<file path="src/design/cdl_pkg.sv">
// package: request codes and the command and status bundles between controller and datapath
package cdl_pkg;

    localparam logic [1:0] REQ_HDR  = 2'd0;
    localparam logic [1:0] REQ_EXP  = 2'd1;
    localparam logic [1:0] REQ_CHAR = 2'd2;

    typedef struct packed {
        logic write_entry;
        logic write_exp;
        logic start_char;
        logic probe;
        logic step;
        logic hit;
        logic load_miss;
        logic load_empty;
        logic exp_load;
    } cmd_t;

    typedef struct packed {
        logic search_done;
        logic key_lt;
        logic key_gt;
        logic len_zero;
        logic exp_last;
        logic out_free;
    } sts_t;

endpackage

</file>
<file path="src/design/cdl_ctrl.sv">
// controller: state machine sequencing table writes, binary search and result emission
module cdl_ctrl
(
    input  logic              clk,
    input  logic              rst_n,
    input  logic              in_valid,
    input  logic [1:0]        req_type,
    input  cdl_pkg::sts_t     sts,
    output logic              in_ready,
    output cdl_pkg::cmd_t     cmd
);

    localparam logic [2:0] S_IDLE  = 3'd0;
    localparam logic [2:0] S_PROBE = 3'd1;
    localparam logic [2:0] S_CMP   = 3'd2;
    localparam logic [2:0] S_MISS  = 3'd3;
    localparam logic [2:0] S_EMPTY = 3'd4;
    localparam logic [2:0] S_EXP   = 3'd5;

    logic [2:0] state_reg;
    logic [2:0] state_next;

    always_ff @(posedge clk or negedge rst_n)
    begin
        if (!rst_n)
        begin
            state_reg <= S_IDLE;
        end
        else
        begin
            state_reg <= state_next;
        end
    end

    always_comb
    begin
        state_next = state_reg;
        cmd        = '0;
        in_ready   = 1'b0;
        case (state_reg)
            S_IDLE:
            begin
                in_ready = 1'b1;
                if (in_valid)
                begin
                    case (req_type)
                        cdl_pkg::REQ_HDR:  cmd.write_entry = 1'b1;
                        cdl_pkg::REQ_EXP:  cmd.write_exp = 1'b1;
                        cdl_pkg::REQ_CHAR:
                        begin
                            cmd.start_char = 1'b1;
                            state_next     = S_PROBE;
                        end
                        default: ;
                    endcase
                end
            end
            S_PROBE:
            begin
                if (sts.search_done)
                begin
                    state_next = S_MISS;
                end
                else
                begin
                    cmd.probe  = 1'b1;
                    state_next = S_CMP;
                end
            end
            S_CMP:
            begin
                if (sts.key_lt || sts.key_gt)
                begin
                    cmd.step   = 1'b1;
                    state_next = S_PROBE;
                end
                else
                begin
                    cmd.hit    = 1'b1;
                    state_next = sts.len_zero ? S_EMPTY : S_EXP;
                end
            end
            S_MISS:
            begin
                if (sts.out_free)
                begin
                    cmd.load_miss = 1'b1;
                    state_next    = S_IDLE;
                end
            end
            S_EMPTY:
            begin
                if (sts.out_free)
                begin
                    cmd.load_empty = 1'b1;
                    state_next     = S_IDLE;
                end
            end
            S_EXP:
            begin
                if (sts.out_free)
                begin
                    cmd.exp_load = 1'b1;
                    if (sts.exp_last)
                    begin
                        state_next = S_IDLE;
                    end
                end
            end
            default:
            begin
                state_next = S_IDLE;
            end
        endcase
    end

endmodule

</file>
<file path="config.mk">
export PLATFORM = sky130hd
export DESIGN_NAME = cdl_ctrl
export DESIGN_NICKNAME = d
export VERILOG_FILES = /design/src/design/cdl_pkg.sv /design/src/design/cdl_ctrl.sv
export SDC_FILE = /design/constraint.sdc
export NUM_CORES = 1
export LEC_CHECK = 0
export BUFFER_PORTS_ARGS = -buffer_cell sky130_fd_sc_hd__buf_2
export CORE_AREA = 2 2 39 41
export CTS_CLUSTER_DIAMETER = 150
export CTS_CLUSTER_SIZE = 28
export DETAILED_ROUTE_END_ITERATION = 12
export DIE_AREA = 0 0 41 43
export MAX_ROUTING_LAYER = met4
export SLEW_MARGIN = 20
export SYNTH_ARGS = -nofsm -noshare
export SYNTH_HDL_FRONTEND = slang
export SYNTH_SLANG_ARGS = --single-unit
</file>
<file path="constraint.sdc">
create_clock -name clk -period 1.7 [get_ports clk]
set_clock_uncertainty 0.15 [all_clocks]
set_input_delay 0.34 -clock clk [delete_from_list [all_inputs] [get_ports clk]]
set_output_delay 0.34 -clock clk [all_outputs]
set_load 0.02 [all_outputs]
</file>
Word level (Yosys, flattened, before mapping)
Cells that the tools add are included.

Register bits after elaboration: 3. Bits in latches: 0. Bits in writable memories: 0. Bits in read-only memories: 0. Output and inout port bits: 10. Logic and storage cells: 42. Memories: 0.

Add/subtract/negate cells: 0. $mul: 0. Divide/modulo/power cells: 0. Magnitude comparators: 0. Eq/ne operators: 12. Shift operators: 0. Muxes and demuxes: 24. Bitwise gates (word level): 0. Reductions and logical operators: 5.

Operators with widths (number): 2-to-1 mux 3 bit (8); one-hot mux 3 bit (5 select lines) (1); 2-to-1 mux 1 bit (14); == test 3 x 2 -> 1 bit (second input constant) (2); == test 3 bit (second input constant) (2); inequality test 2 bit (second input constant) (3); AND reduction 5 bit (1); inequality test 2 x 1 -> 1 bit (second input constant) (2); == test 3 x 1 -> 1 bit (second input constant) (1); zero test 3 bit (1); == test 2 x 1 -> 1 bit (second input constant) (1); == test 2 bit (second input constant) (1); zero test 2 bit (1); 2-to-1 mux 2 bit (1); OR reduction 2 bit (1); logical OR 1 bit (1).

Depth between registers and ports, before layout
Gate-level depths: netlist (run 1).

Word-level depth: 4. Mapped depth: 5.

Least setup slack after synthesis (run 1)
Ideal clock, no wire load.

Kind: reg-to-output. Start: register state_reg[1]. End: output port cmd[6] (netlist name). Data arrival time: 1.382 ns. Required time: 1.210 ns. Slack: -0.172 ns. Cell stages (with the launch flop): 4. Buffers on the path: 1. Path through: dfrtp_1 > buf_6 > or3_4 > nor3_1.

RTL lines: from (decl) (line cdl_ctrl.sv:20) `logic [2:0] state_reg;`; from (signal assigned) (line cdl_ctrl.sv:31) `state_reg <= state_next;`; to (decl) (line cdl_ctrl.sv:10) `output cdl_pkg::cmd_t cmd`.

==> results by group, run 1 <==
Outcome
  • Status: finished with violations
  • Failing checks: negative setup slack

STA
  • FMAX: 522 MHz
  • Total negative slack: -0.617 ns
  • Setup WS post-layout: -0.216 ns
  • Worst slew margin: 79.8%
  • Fin. max-slew vios: 0
  • RSZ-0062 raised after global routing: true
  • Hold Fails Final Rpt: 0
  • Worst-Margin Slew: 0.299 ns
  • Setup violation total in the final timing report: 4
  • Post-layout minimum cycle time: 1.92 ns
  • Final period util: 113%

Power and ir drop
  • Sw Pwr: 369 uW
  • Sw frac: 43.8%
  • Pwr/cell area: 1510 nW/um^2
  • Reg power frac: 14.0%
  • Clock Power Share: 15.3%
  • Pint: 473 uW
  • Peak VDD IR: 0.473 mV
  • LEAKAGE: 0.000272 uW
  • Pwr Total: 842 uW
  • Combinational fraction of design power: 70.7%

Yosys
  • EDFF count, synth: 0
  • Mapped Cells: 37
  • Number of distinct library cells after synthesis: 23
  • Top FF cell, synth: dfrtp_1
  • #FFs+latches synth: 3
  • Post-Syn Area: 292 sq um
  • Seq/Total Area, Yosys: 25.8%
  • Syn_area_per_cell: 7.88 sq um
  • Fraction of registers with async set/reset: 100%
  • Synth warn: 0
  • Syn_nets: 48

Finish
  • Post-route cell area: 558 sq um
  • Fillers: 150
  • Area delta synth->final: 91.4%
  • Diodes inserted: 0
  • Layout cell share with drive strength beyond 1: 60.6%
  • Max reg flops: 3
  • Final core utilization: 40.3%
  • Area occupied by registers: 75.1 sq um
  • Multi-input logic area: 234 sq um
  • Commonest cells after routing, fill and taps aside: 13 x buf_2, 7 x buf_4, 6 x nor2_1
  • Commonest non-fill, non-tap cell in the layout: buf_2
  • Layout net count: 78

Floorplanning
  • Core area: 1380 sq um
  • DIE WIDTH: 41 um
  • Initial Util: 21.1%
  • Ports: 21
  • Std cell rows: 14
  • Die ar.: 1760 sq um
  • Die height: 43 um

Clock network
  • Reg clk slew, reported paths: 0.03 ns
  • CTS Buf Count: 3
  • CTS tree: yes
  • Root Buffer: clkbuf_4
  • Clock sinks: 3
  • H-tree Lvls: 1
  • Clock latency on the worst-skew pair: 0.24 ns
  • Max clock buf depth: 2

Setup path
  • Critical path class: flip-flop to output port
  • Slowest cell on the critical path: or3_4
  • Max FO, Critical Path: 3
  • Startpoint Class: flip-flop
  • Critical path's largest stage delay: 0.43 ns
  • Critical path endpoint category: output port
  • Worst R2R Path Depth: 6
  • Worst R2R Setup Slack: 0.18 ns
  • Critical R2R Launch: state_reg[1]
  • Worst EP arrival: 1.43 ns
  • CP cell instances: or3_4, inv_4, and4b_2, buf_6
  • Worst R2R End: state_reg[0]
  • Required time worst endpoint: 1.21 ns

Place
  • Final HPWL DP: 656 um
  • PortBufs: 20
  • Post-Place Worst Slack: 0.0115 ns
  • Placer Congestion: 0.747
  • DP Area: 448 sq um

Detailed routing
  • Routed WL: 900 um
  • DR iter-0 viols: 12
  • DRT Pass-1 Iters: 4
  • Vias per cell: 4.85
  • DRC: 0
  • Antenna viol nets, final: 0
  • WL/cell: 11.0 um
  • Via count: 398

Worst hold path
  • WHS Endpoint: state_reg[1]
  • Min-Delay Path Depth: 2
  • Hold Crit Start: sts[0]
  • Hold WC Path Type: input port to flip-flop

Run
  • Max-cap violation count: 0

GRT
  • Vias in the first global route: 337
  • Wire length of the first global-routing pass: 1.38 mm
  • Largest net degree at the start of global routing: 10
  • Total GRT Usage: 12.6%
  • Initial antenna violation count: 0
  • Grt ovf: 0
==> power by group through the flow <==
stage	combinational [uW]	sequential (uW)	clock [uW]
after floorplan	305	129	0
after global placement	461	116	0
after detailed placement	465	116	0
after CTS	556	119	133
after global routing	648	120	133
final	595	118	129
==> metrics by stage <==
| stage | hold WS, ns | cells |
|---|---|---|
| after global placement | -0.0130 | 76 |
| after CTS | 0.211 | 81 |
| after global routing | 0.240 | 82 |
| final | 0.221 | 82 |
| after detailed placement | -0.0126 | 76 |
| after floorplan | -0.106 | 37 |
==> what timing repair did <==
| item | in CTS | in global routing |
|---|---|---|
| pin swaps | 1 | 1 |
| setup endpoints to repair | 10 | 7 |
| buffers inserted | 0 | 1 |
| gates resized for setup | 18 | 4 |
| endpoints found under the hold margin | 3 | 0 |
| hold buffers | 1 | 0 |
| cloned | 0 | 0 |
==> critical path, delay by kind of cell, from the launching register on <==
family                 cells  cell delay, ns
and+or+nand+nor            2            0.64
buffers and inverters      2            0.18
DFF                        1            0.37
==> area by class of cell <==
cell class | instances | area share, %
clock buffers | 4 | 4.71
flip-flops and latches | 3 | 13.5
well taps | 16 | 3.59
multi-input cells | 30 | 41.9
repair buffers | 26 | 33.0
inverters | 3 | 3.36
==> layer usage <==
layer  share of wire (%)  up-vias  track usage [%]
li1                    -      191                -
met1                  38      180             14.2
met2                  51       25             16.9
met3                  10        2             3.14
met4                 1.3        0             12.0
met5                   0        -                -
==> cells in the mapped netlist, types with 2 or more instances <==
cell | n | share of area (%)
nor2_1 | 6 | 7.7
nand2_1 | 4 | 5.1
dfrtp_1 | 3 | 26
nor3_1 | 3 | 5.1
inv_1 | 2 | 2.6
nand2b_1 | 2 | 4.3
==> cells by family (layout without fill, tap and decap cells) <==
group                  count (synthesis)  in the layout  synth area share [%]
buffers and inverters                  4             33                  7.72
AOI/OAI and AO/OA                      7              7                  18.9
DFF                                    3              3                  25.8
and+or+nand+nor                       23             23                  47.6
==> how the worst max path moves through the flow <==
stage | startpoint | endpoint | slack, ns | depth (start not counted)
floorplan | state_reg[1] | cmd[7] | -0.02 | 4
global placement | state_reg[2] | cmd[8] | 0.02 | 3
detailed placement | state_reg[2] | cmd[7] | 0.01 | 4
CTS | state_reg[1] | cmd[8] | -0.23 | 3
global route | state_reg[1] | cmd[8] | -0.26 | 3
finish | state_reg[1] | cmd[7] | -0.22 | 4
Note: power is estimated with default switching activity, not from simulation.
==> inputs of run 2 (changes only) <==
SKIP_CTS_REPAIR_TIMING = 1   (was default)
==> results by group, run 2 (synthesis gave the netlist of run 1 again) <==
Outcome
  • Status: finished with violations
  • Failing checks: negative setup slack

Finish
  • Post-route cell area: 566 sq um
  • Commonest cells after routing, fill and taps aside: 10 x buf_2, 10 x buf_4, 6 x nor2_1
  • Fillers: 152
  • Layout cell share with drive strength beyond 1: 60.6%
  • Layout net count: 78
  • Max reg flops: 3
  • Diodes inserted: 0
  • Area delta synth->final: 94.0%
  • Multi-input logic area: 234 sq um
  • Area occupied by registers: 75.1 sq um
  • Final core utilization: 40.9%

STA
  • Post-layout minimum cycle time: 1.91 ns
  • Total negative slack: -0.599 ns
  • Hold Fails Final Rpt: 0
  • RSZ-0062 raised after global routing: true
  • WHS: 0.220 ns
  • Worst slew margin: 79.6%
  • Setup violation total in the final timing report: 4
  • Setup WS post-layout: -0.212 ns
  • Worst-Margin Slew: 0.301 ns
  • Fin. max-slew vios: 0
  • Final period util: 112%
  • FMAX: 523 MHz

Setup path
  • Critical R2R Launch: state_reg[1]
  • Critical path class: flip-flop to output port
  • Crit-path leading delay family: simple AND/OR/NAND/NOR gates
  • Critical path endpoint category: output port
  • Critical path's largest stage delay: 0.43 ns
  • Max FO, Critical Path: 3
  • Bufs and invs on worst path: 2
  • Worst R2R End: state_reg[0]
  • Worst R2R Setup Slack: 0.19 ns
  • Startpoint Class: flip-flop
  • Worst EP arrival: 1.42 ns
  • CP cell instances: or3_4, inv_4, and4b_2, buf_6
  • Slowest cell on the critical path: or3_4
  • Required time worst endpoint: 1.21 ns
  • Worst R2R Path Depth: 6

Floorplanning
  • DIE WIDTH: 41 um
  • Std cell rows: 14
  • Ports: 21
  • Initial Util: 21.1%
  • Die height: 43 um
  • Core area: 1380 sq um
  • Die ar.: 1760 sq um

Clock network
  • Max clock buf depth: 2
  • Reg clk slew, reported paths: 0.03 ns
  • CTS Buf Count: 3
  • CTS tree: yes
  • Clock sinks: 3
  • Clock latency on the worst-skew pair: 0.24 ns
  • H-tree Lvls: 1
  • Root Buffer: clkbuf_4

Power and ir drop
  • LEAKAGE: 0.000272 uW
  • Peak VDD IR: 0.462 mV
  • Sw frac: 42.8%
  • Reg power frac: 13.9%
  • Pwr/cell area: 1500 nW/um^2
  • Sw Pwr: 363 uW
  • Combinational fraction of design power: 71.1%
  • Clock Power Share: 15.0%
  • Pint: 484 uW

Place
  • PortBufs: 20
  • DP Area: 448 sq um
  • Placer Congestion: 0.747
  • Final HPWL DP: 656 um

Detailed routing
  • WL met3: 70 um
  • Top layer in use: met3
  • WL/cell: 10.8 um
  • WL met1: 356 um
  • DRT Pass-1 Iters: 3
  • Via count: 385
  • DR iter-0 viols: 7
  • Vias per cell: 4.70
  • Metal2 WL: 457 um
  • DRC: 0
  • Routed WL: 884 um
  • Antenna viol nets, final: 0

Worst hold path
  • Min-Delay Path Depth: 2
  • Hold Crit Start: sts[0]
  • WHS Endpoint: state_reg[1]
  • Hold WC Path Type: input port to flip-flop

GRT
  • Grt ovf: 0
  • Initial antenna violation count: 0
  • Wire length of the first global-routing pass: 1.28 mm
  • Largest net degree at the start of global routing: 10
  • Vias in the first global route: 307
  • Total GRT Usage: 11.9%

Run
  • Max-cap violation count: 0
-- run 2: cell counts in the layout (fill, tap and decap cells not counted) --
No cell type changed its count.
-- run 2: layout make-up --
| cell class | count | area share, % |
|---|---|---|
| Clock buffer | 4 | 4.65 |
| Inverter | 3 | 3.32 |
| Multi-Input combinational cell | 30 | 41.4 |
| Sequential cell | 3 | 13.3 |
| Tap cell | 16 | 3.54 |
| Timing Repair Buffer | 26 | 33.8 |
-- run 2: stage by stage --
step | total power, uW | setup slack [ns] | cells
global placement | 576 | 0.0249 | 76
finish | 847 | -0.212 | 82
CTS | 717 | -0.249 | 80
detailed placement | 581 | 0.0115 | 76
global route | 912 | -0.255 | 82
floorplan | 433 | -0.0201 | 37
-- run 2: worst max path at each step --
stage                             from  slack (ns)  cells past startpoint     end
after global placement    state_reg[2]        0.02                      3  cmd[8]
after floorplan           state_reg[1]       -0.02                      4  cmd[7]
final                     state_reg[1]       -0.21                      4  cmd[7]
after CTS                 state_reg[2]       -0.25                      4  cmd[7]
after global routing      state_reg[1]       -0.26                      3  cmd[8]
after detailed placement  state_reg[2]        0.01                      4  cmd[7]
-- run 2: power by group through the flow --
stage | combinational, uW | sequential (uW) | clock, uW
after global placement | 461 | 116 | 0
after global routing | 659 | 120 | 133
after CTS | 469 | 115 | 133
after detailed placement | 465 | 116 | 0
final | 602 | 118 | 127
after floorplan | 305 | 129 | 0
-- run 2: layer usage --
| metal | up-vias | GRT usage, % |
|---|---|---|
| li1 | 193 | - |
| met1 | 177 | 12.9 |
| met2 | 15 | 15.9 |
| met3 | 0 | 3.14 |
| met4 | 0 | 12.0 |
| met5 | - | - |
==> inputs of run 3 (changes only) <==
PLACE_DENSITY = 0.53   (was default)
==> results by group, run 3 (synthesis gave the netlist of run 1 again) <==
Detailed routing
  • DR iter-0 viols: 6
  • Via count: 401
  • Routed WL: 907 um
  • Vias per cell: 4.72
  • Top layer in use: met4
  • WL/cell: 10.7 um
  • Metal2 WL: 442 um
  • DRC: 0
  • DRT Pass-1 Iters: 4
  • WL met1: 347 um
  • WL met3: 91 um
  • Antenna viol nets, final: 0

Finish
  • Layout net count: 81
  • Max reg flops: 3
  • Commonest non-fill, non-tap cell in the layout: buf_2
  • Post-route cell area: 582 sq um
  • Non-Filler Instances: 85
  • Area delta synth->final: 99.6%
  • Layout cell share with drive strength beyond 1: 62.3%
  • Final core utilization: 42.0%
  • Diodes inserted: 0
  • Commonest cells after routing, fill and taps aside: 14 x buf_2, 9 x buf_4, 5 x nor2_1, 5 x buf_6

Outcome
  • Status: finished with violations
  • Failing checks: negative setup slack

Setup path
  • Startpoint Class: flip-flop
  • Critical path endpoint category: output port
  • Worst EP arrival: 1.43 ns
  • Required time worst endpoint: 1.21 ns
  • Critical path class: flip-flop to output port
  • Max FO, Critical Path: 3

STA
  • Final period util: 113%
  • Fin. max-slew vios: 0
  • Setup WS post-layout: -0.220 ns
  • Hold Fails Final Rpt: 0
  • RSZ-0062 raised after global routing: true
  • Post-layout minimum cycle time: 1.92 ns
  • WHS: 0.223 ns
  • FMAX: 521 MHz
  • Setup violation total in the final timing report: 7
  • Worst slew margin: 83.1%
  • Worst-Margin Slew: 0.250 ns

Floorplanning
  • Die height: 43 um
  • DIE WIDTH: 41 um
  • Die ar.: 1760 sq um
  • Core area: 1380 sq um
  • Std cell rows: 14
  • Ports: 21
  • Initial Util: 21.1%

GRT
  • Wire length of the first global-routing pass: 1.17 mm
  • Total GRT Usage: 10.7%
  • Vias in the first global route: 320
  • Initial antenna violation count: 0
  • Largest net degree at the start of global routing: 10
  • Grt ovf: 0

Worst hold path
  • Hold WC Path Type: input port to flip-flop

Clock network
  • Reg clk slew, reported paths: 0.04 ns
  • H-tree Lvls: 1
  • Max clock buf depth: 2
  • Clock latency on the worst-skew pair: 0.25 ns
  • CTS Buf Count: 3
  • Root Buffer: clkbuf_4
  • CTS tree: yes
  • Clock sinks: 3

Place
  • Placer Congestion: 0.771
  • Final HPWL DP: 617 um
  • DP Area: 440 sq um
  • PortBufs: 20
  • Placed cell count: 75

Power and ir drop
  • Pwr Total: 853 uW
  • Pwr/cell area: 1470 nW/um^2
  • LEAKAGE: 0.000287 uW
  • Peak VDD IR: 0.430 mV

Run
  • Max-cap violation count: 0
==> run 3: layout make-up <==
cell class                 count  area, sq um
timing repair buffer          29          204
inverter                       3         16.3
tap                           16         20.0
fill                         144          802
sequential                     3         75.1
clock buffer                   4         26.3
multi-input combinational     30          240
==> run 3: critical path: stages (launching register included) <==
cell and delay (ns):
dfrtp_1 0.37, or3_4 0.43, inv_4 0.07, and4b_2 0.21
buf_6 0.11
==> run 3: metal layers <==
| layer | vias up | GRT usage [%] |
|---|---|---|
| li1 | 203 | - |
| met1 | 179 | 9.68 |
| met2 | 17 | 16.6 |
| met3 | 2 | 3.14 |
| met4 | 0 | 10.0 |
| met5 | - | - |
==> run 3: power breakdown <==
group	internal (uW)	total, uW	switching, uW
Sequential	101	116	14.6
Combinational	286	602	316
Clock	88.6	136	47.2
Total	475	853	378
==> run 3: stage by stage <==
stage / setup TNS (ns) / worst slack, ns
finish: -0.822 / -0.220
floorplan: -0.0201 / -0.0201
CTS: -0.912 / -0.253
global route: -1.17 / -0.253
detailed placement: 0 / 0.0114
global placement: 0 / 0.0242
==> run 3: path summary, 6_finish.rpt <==
check	from	endpoint	slack [ns]	cells after the start
max	state_reg[1]	cmd[7]	-0.22	4
min	sts[0]	state_reg[1]	0.22	2
min in group asynchronous	rst_n	state_reg[2]	0.26	2
max in group asynchronous	rst_n	state_reg[1]	1.03	2
min reg2reg	state_reg[1]	state_reg[1]	0.54	3
max reg2reg	state_reg[2]	state_reg[0]	0.24	5
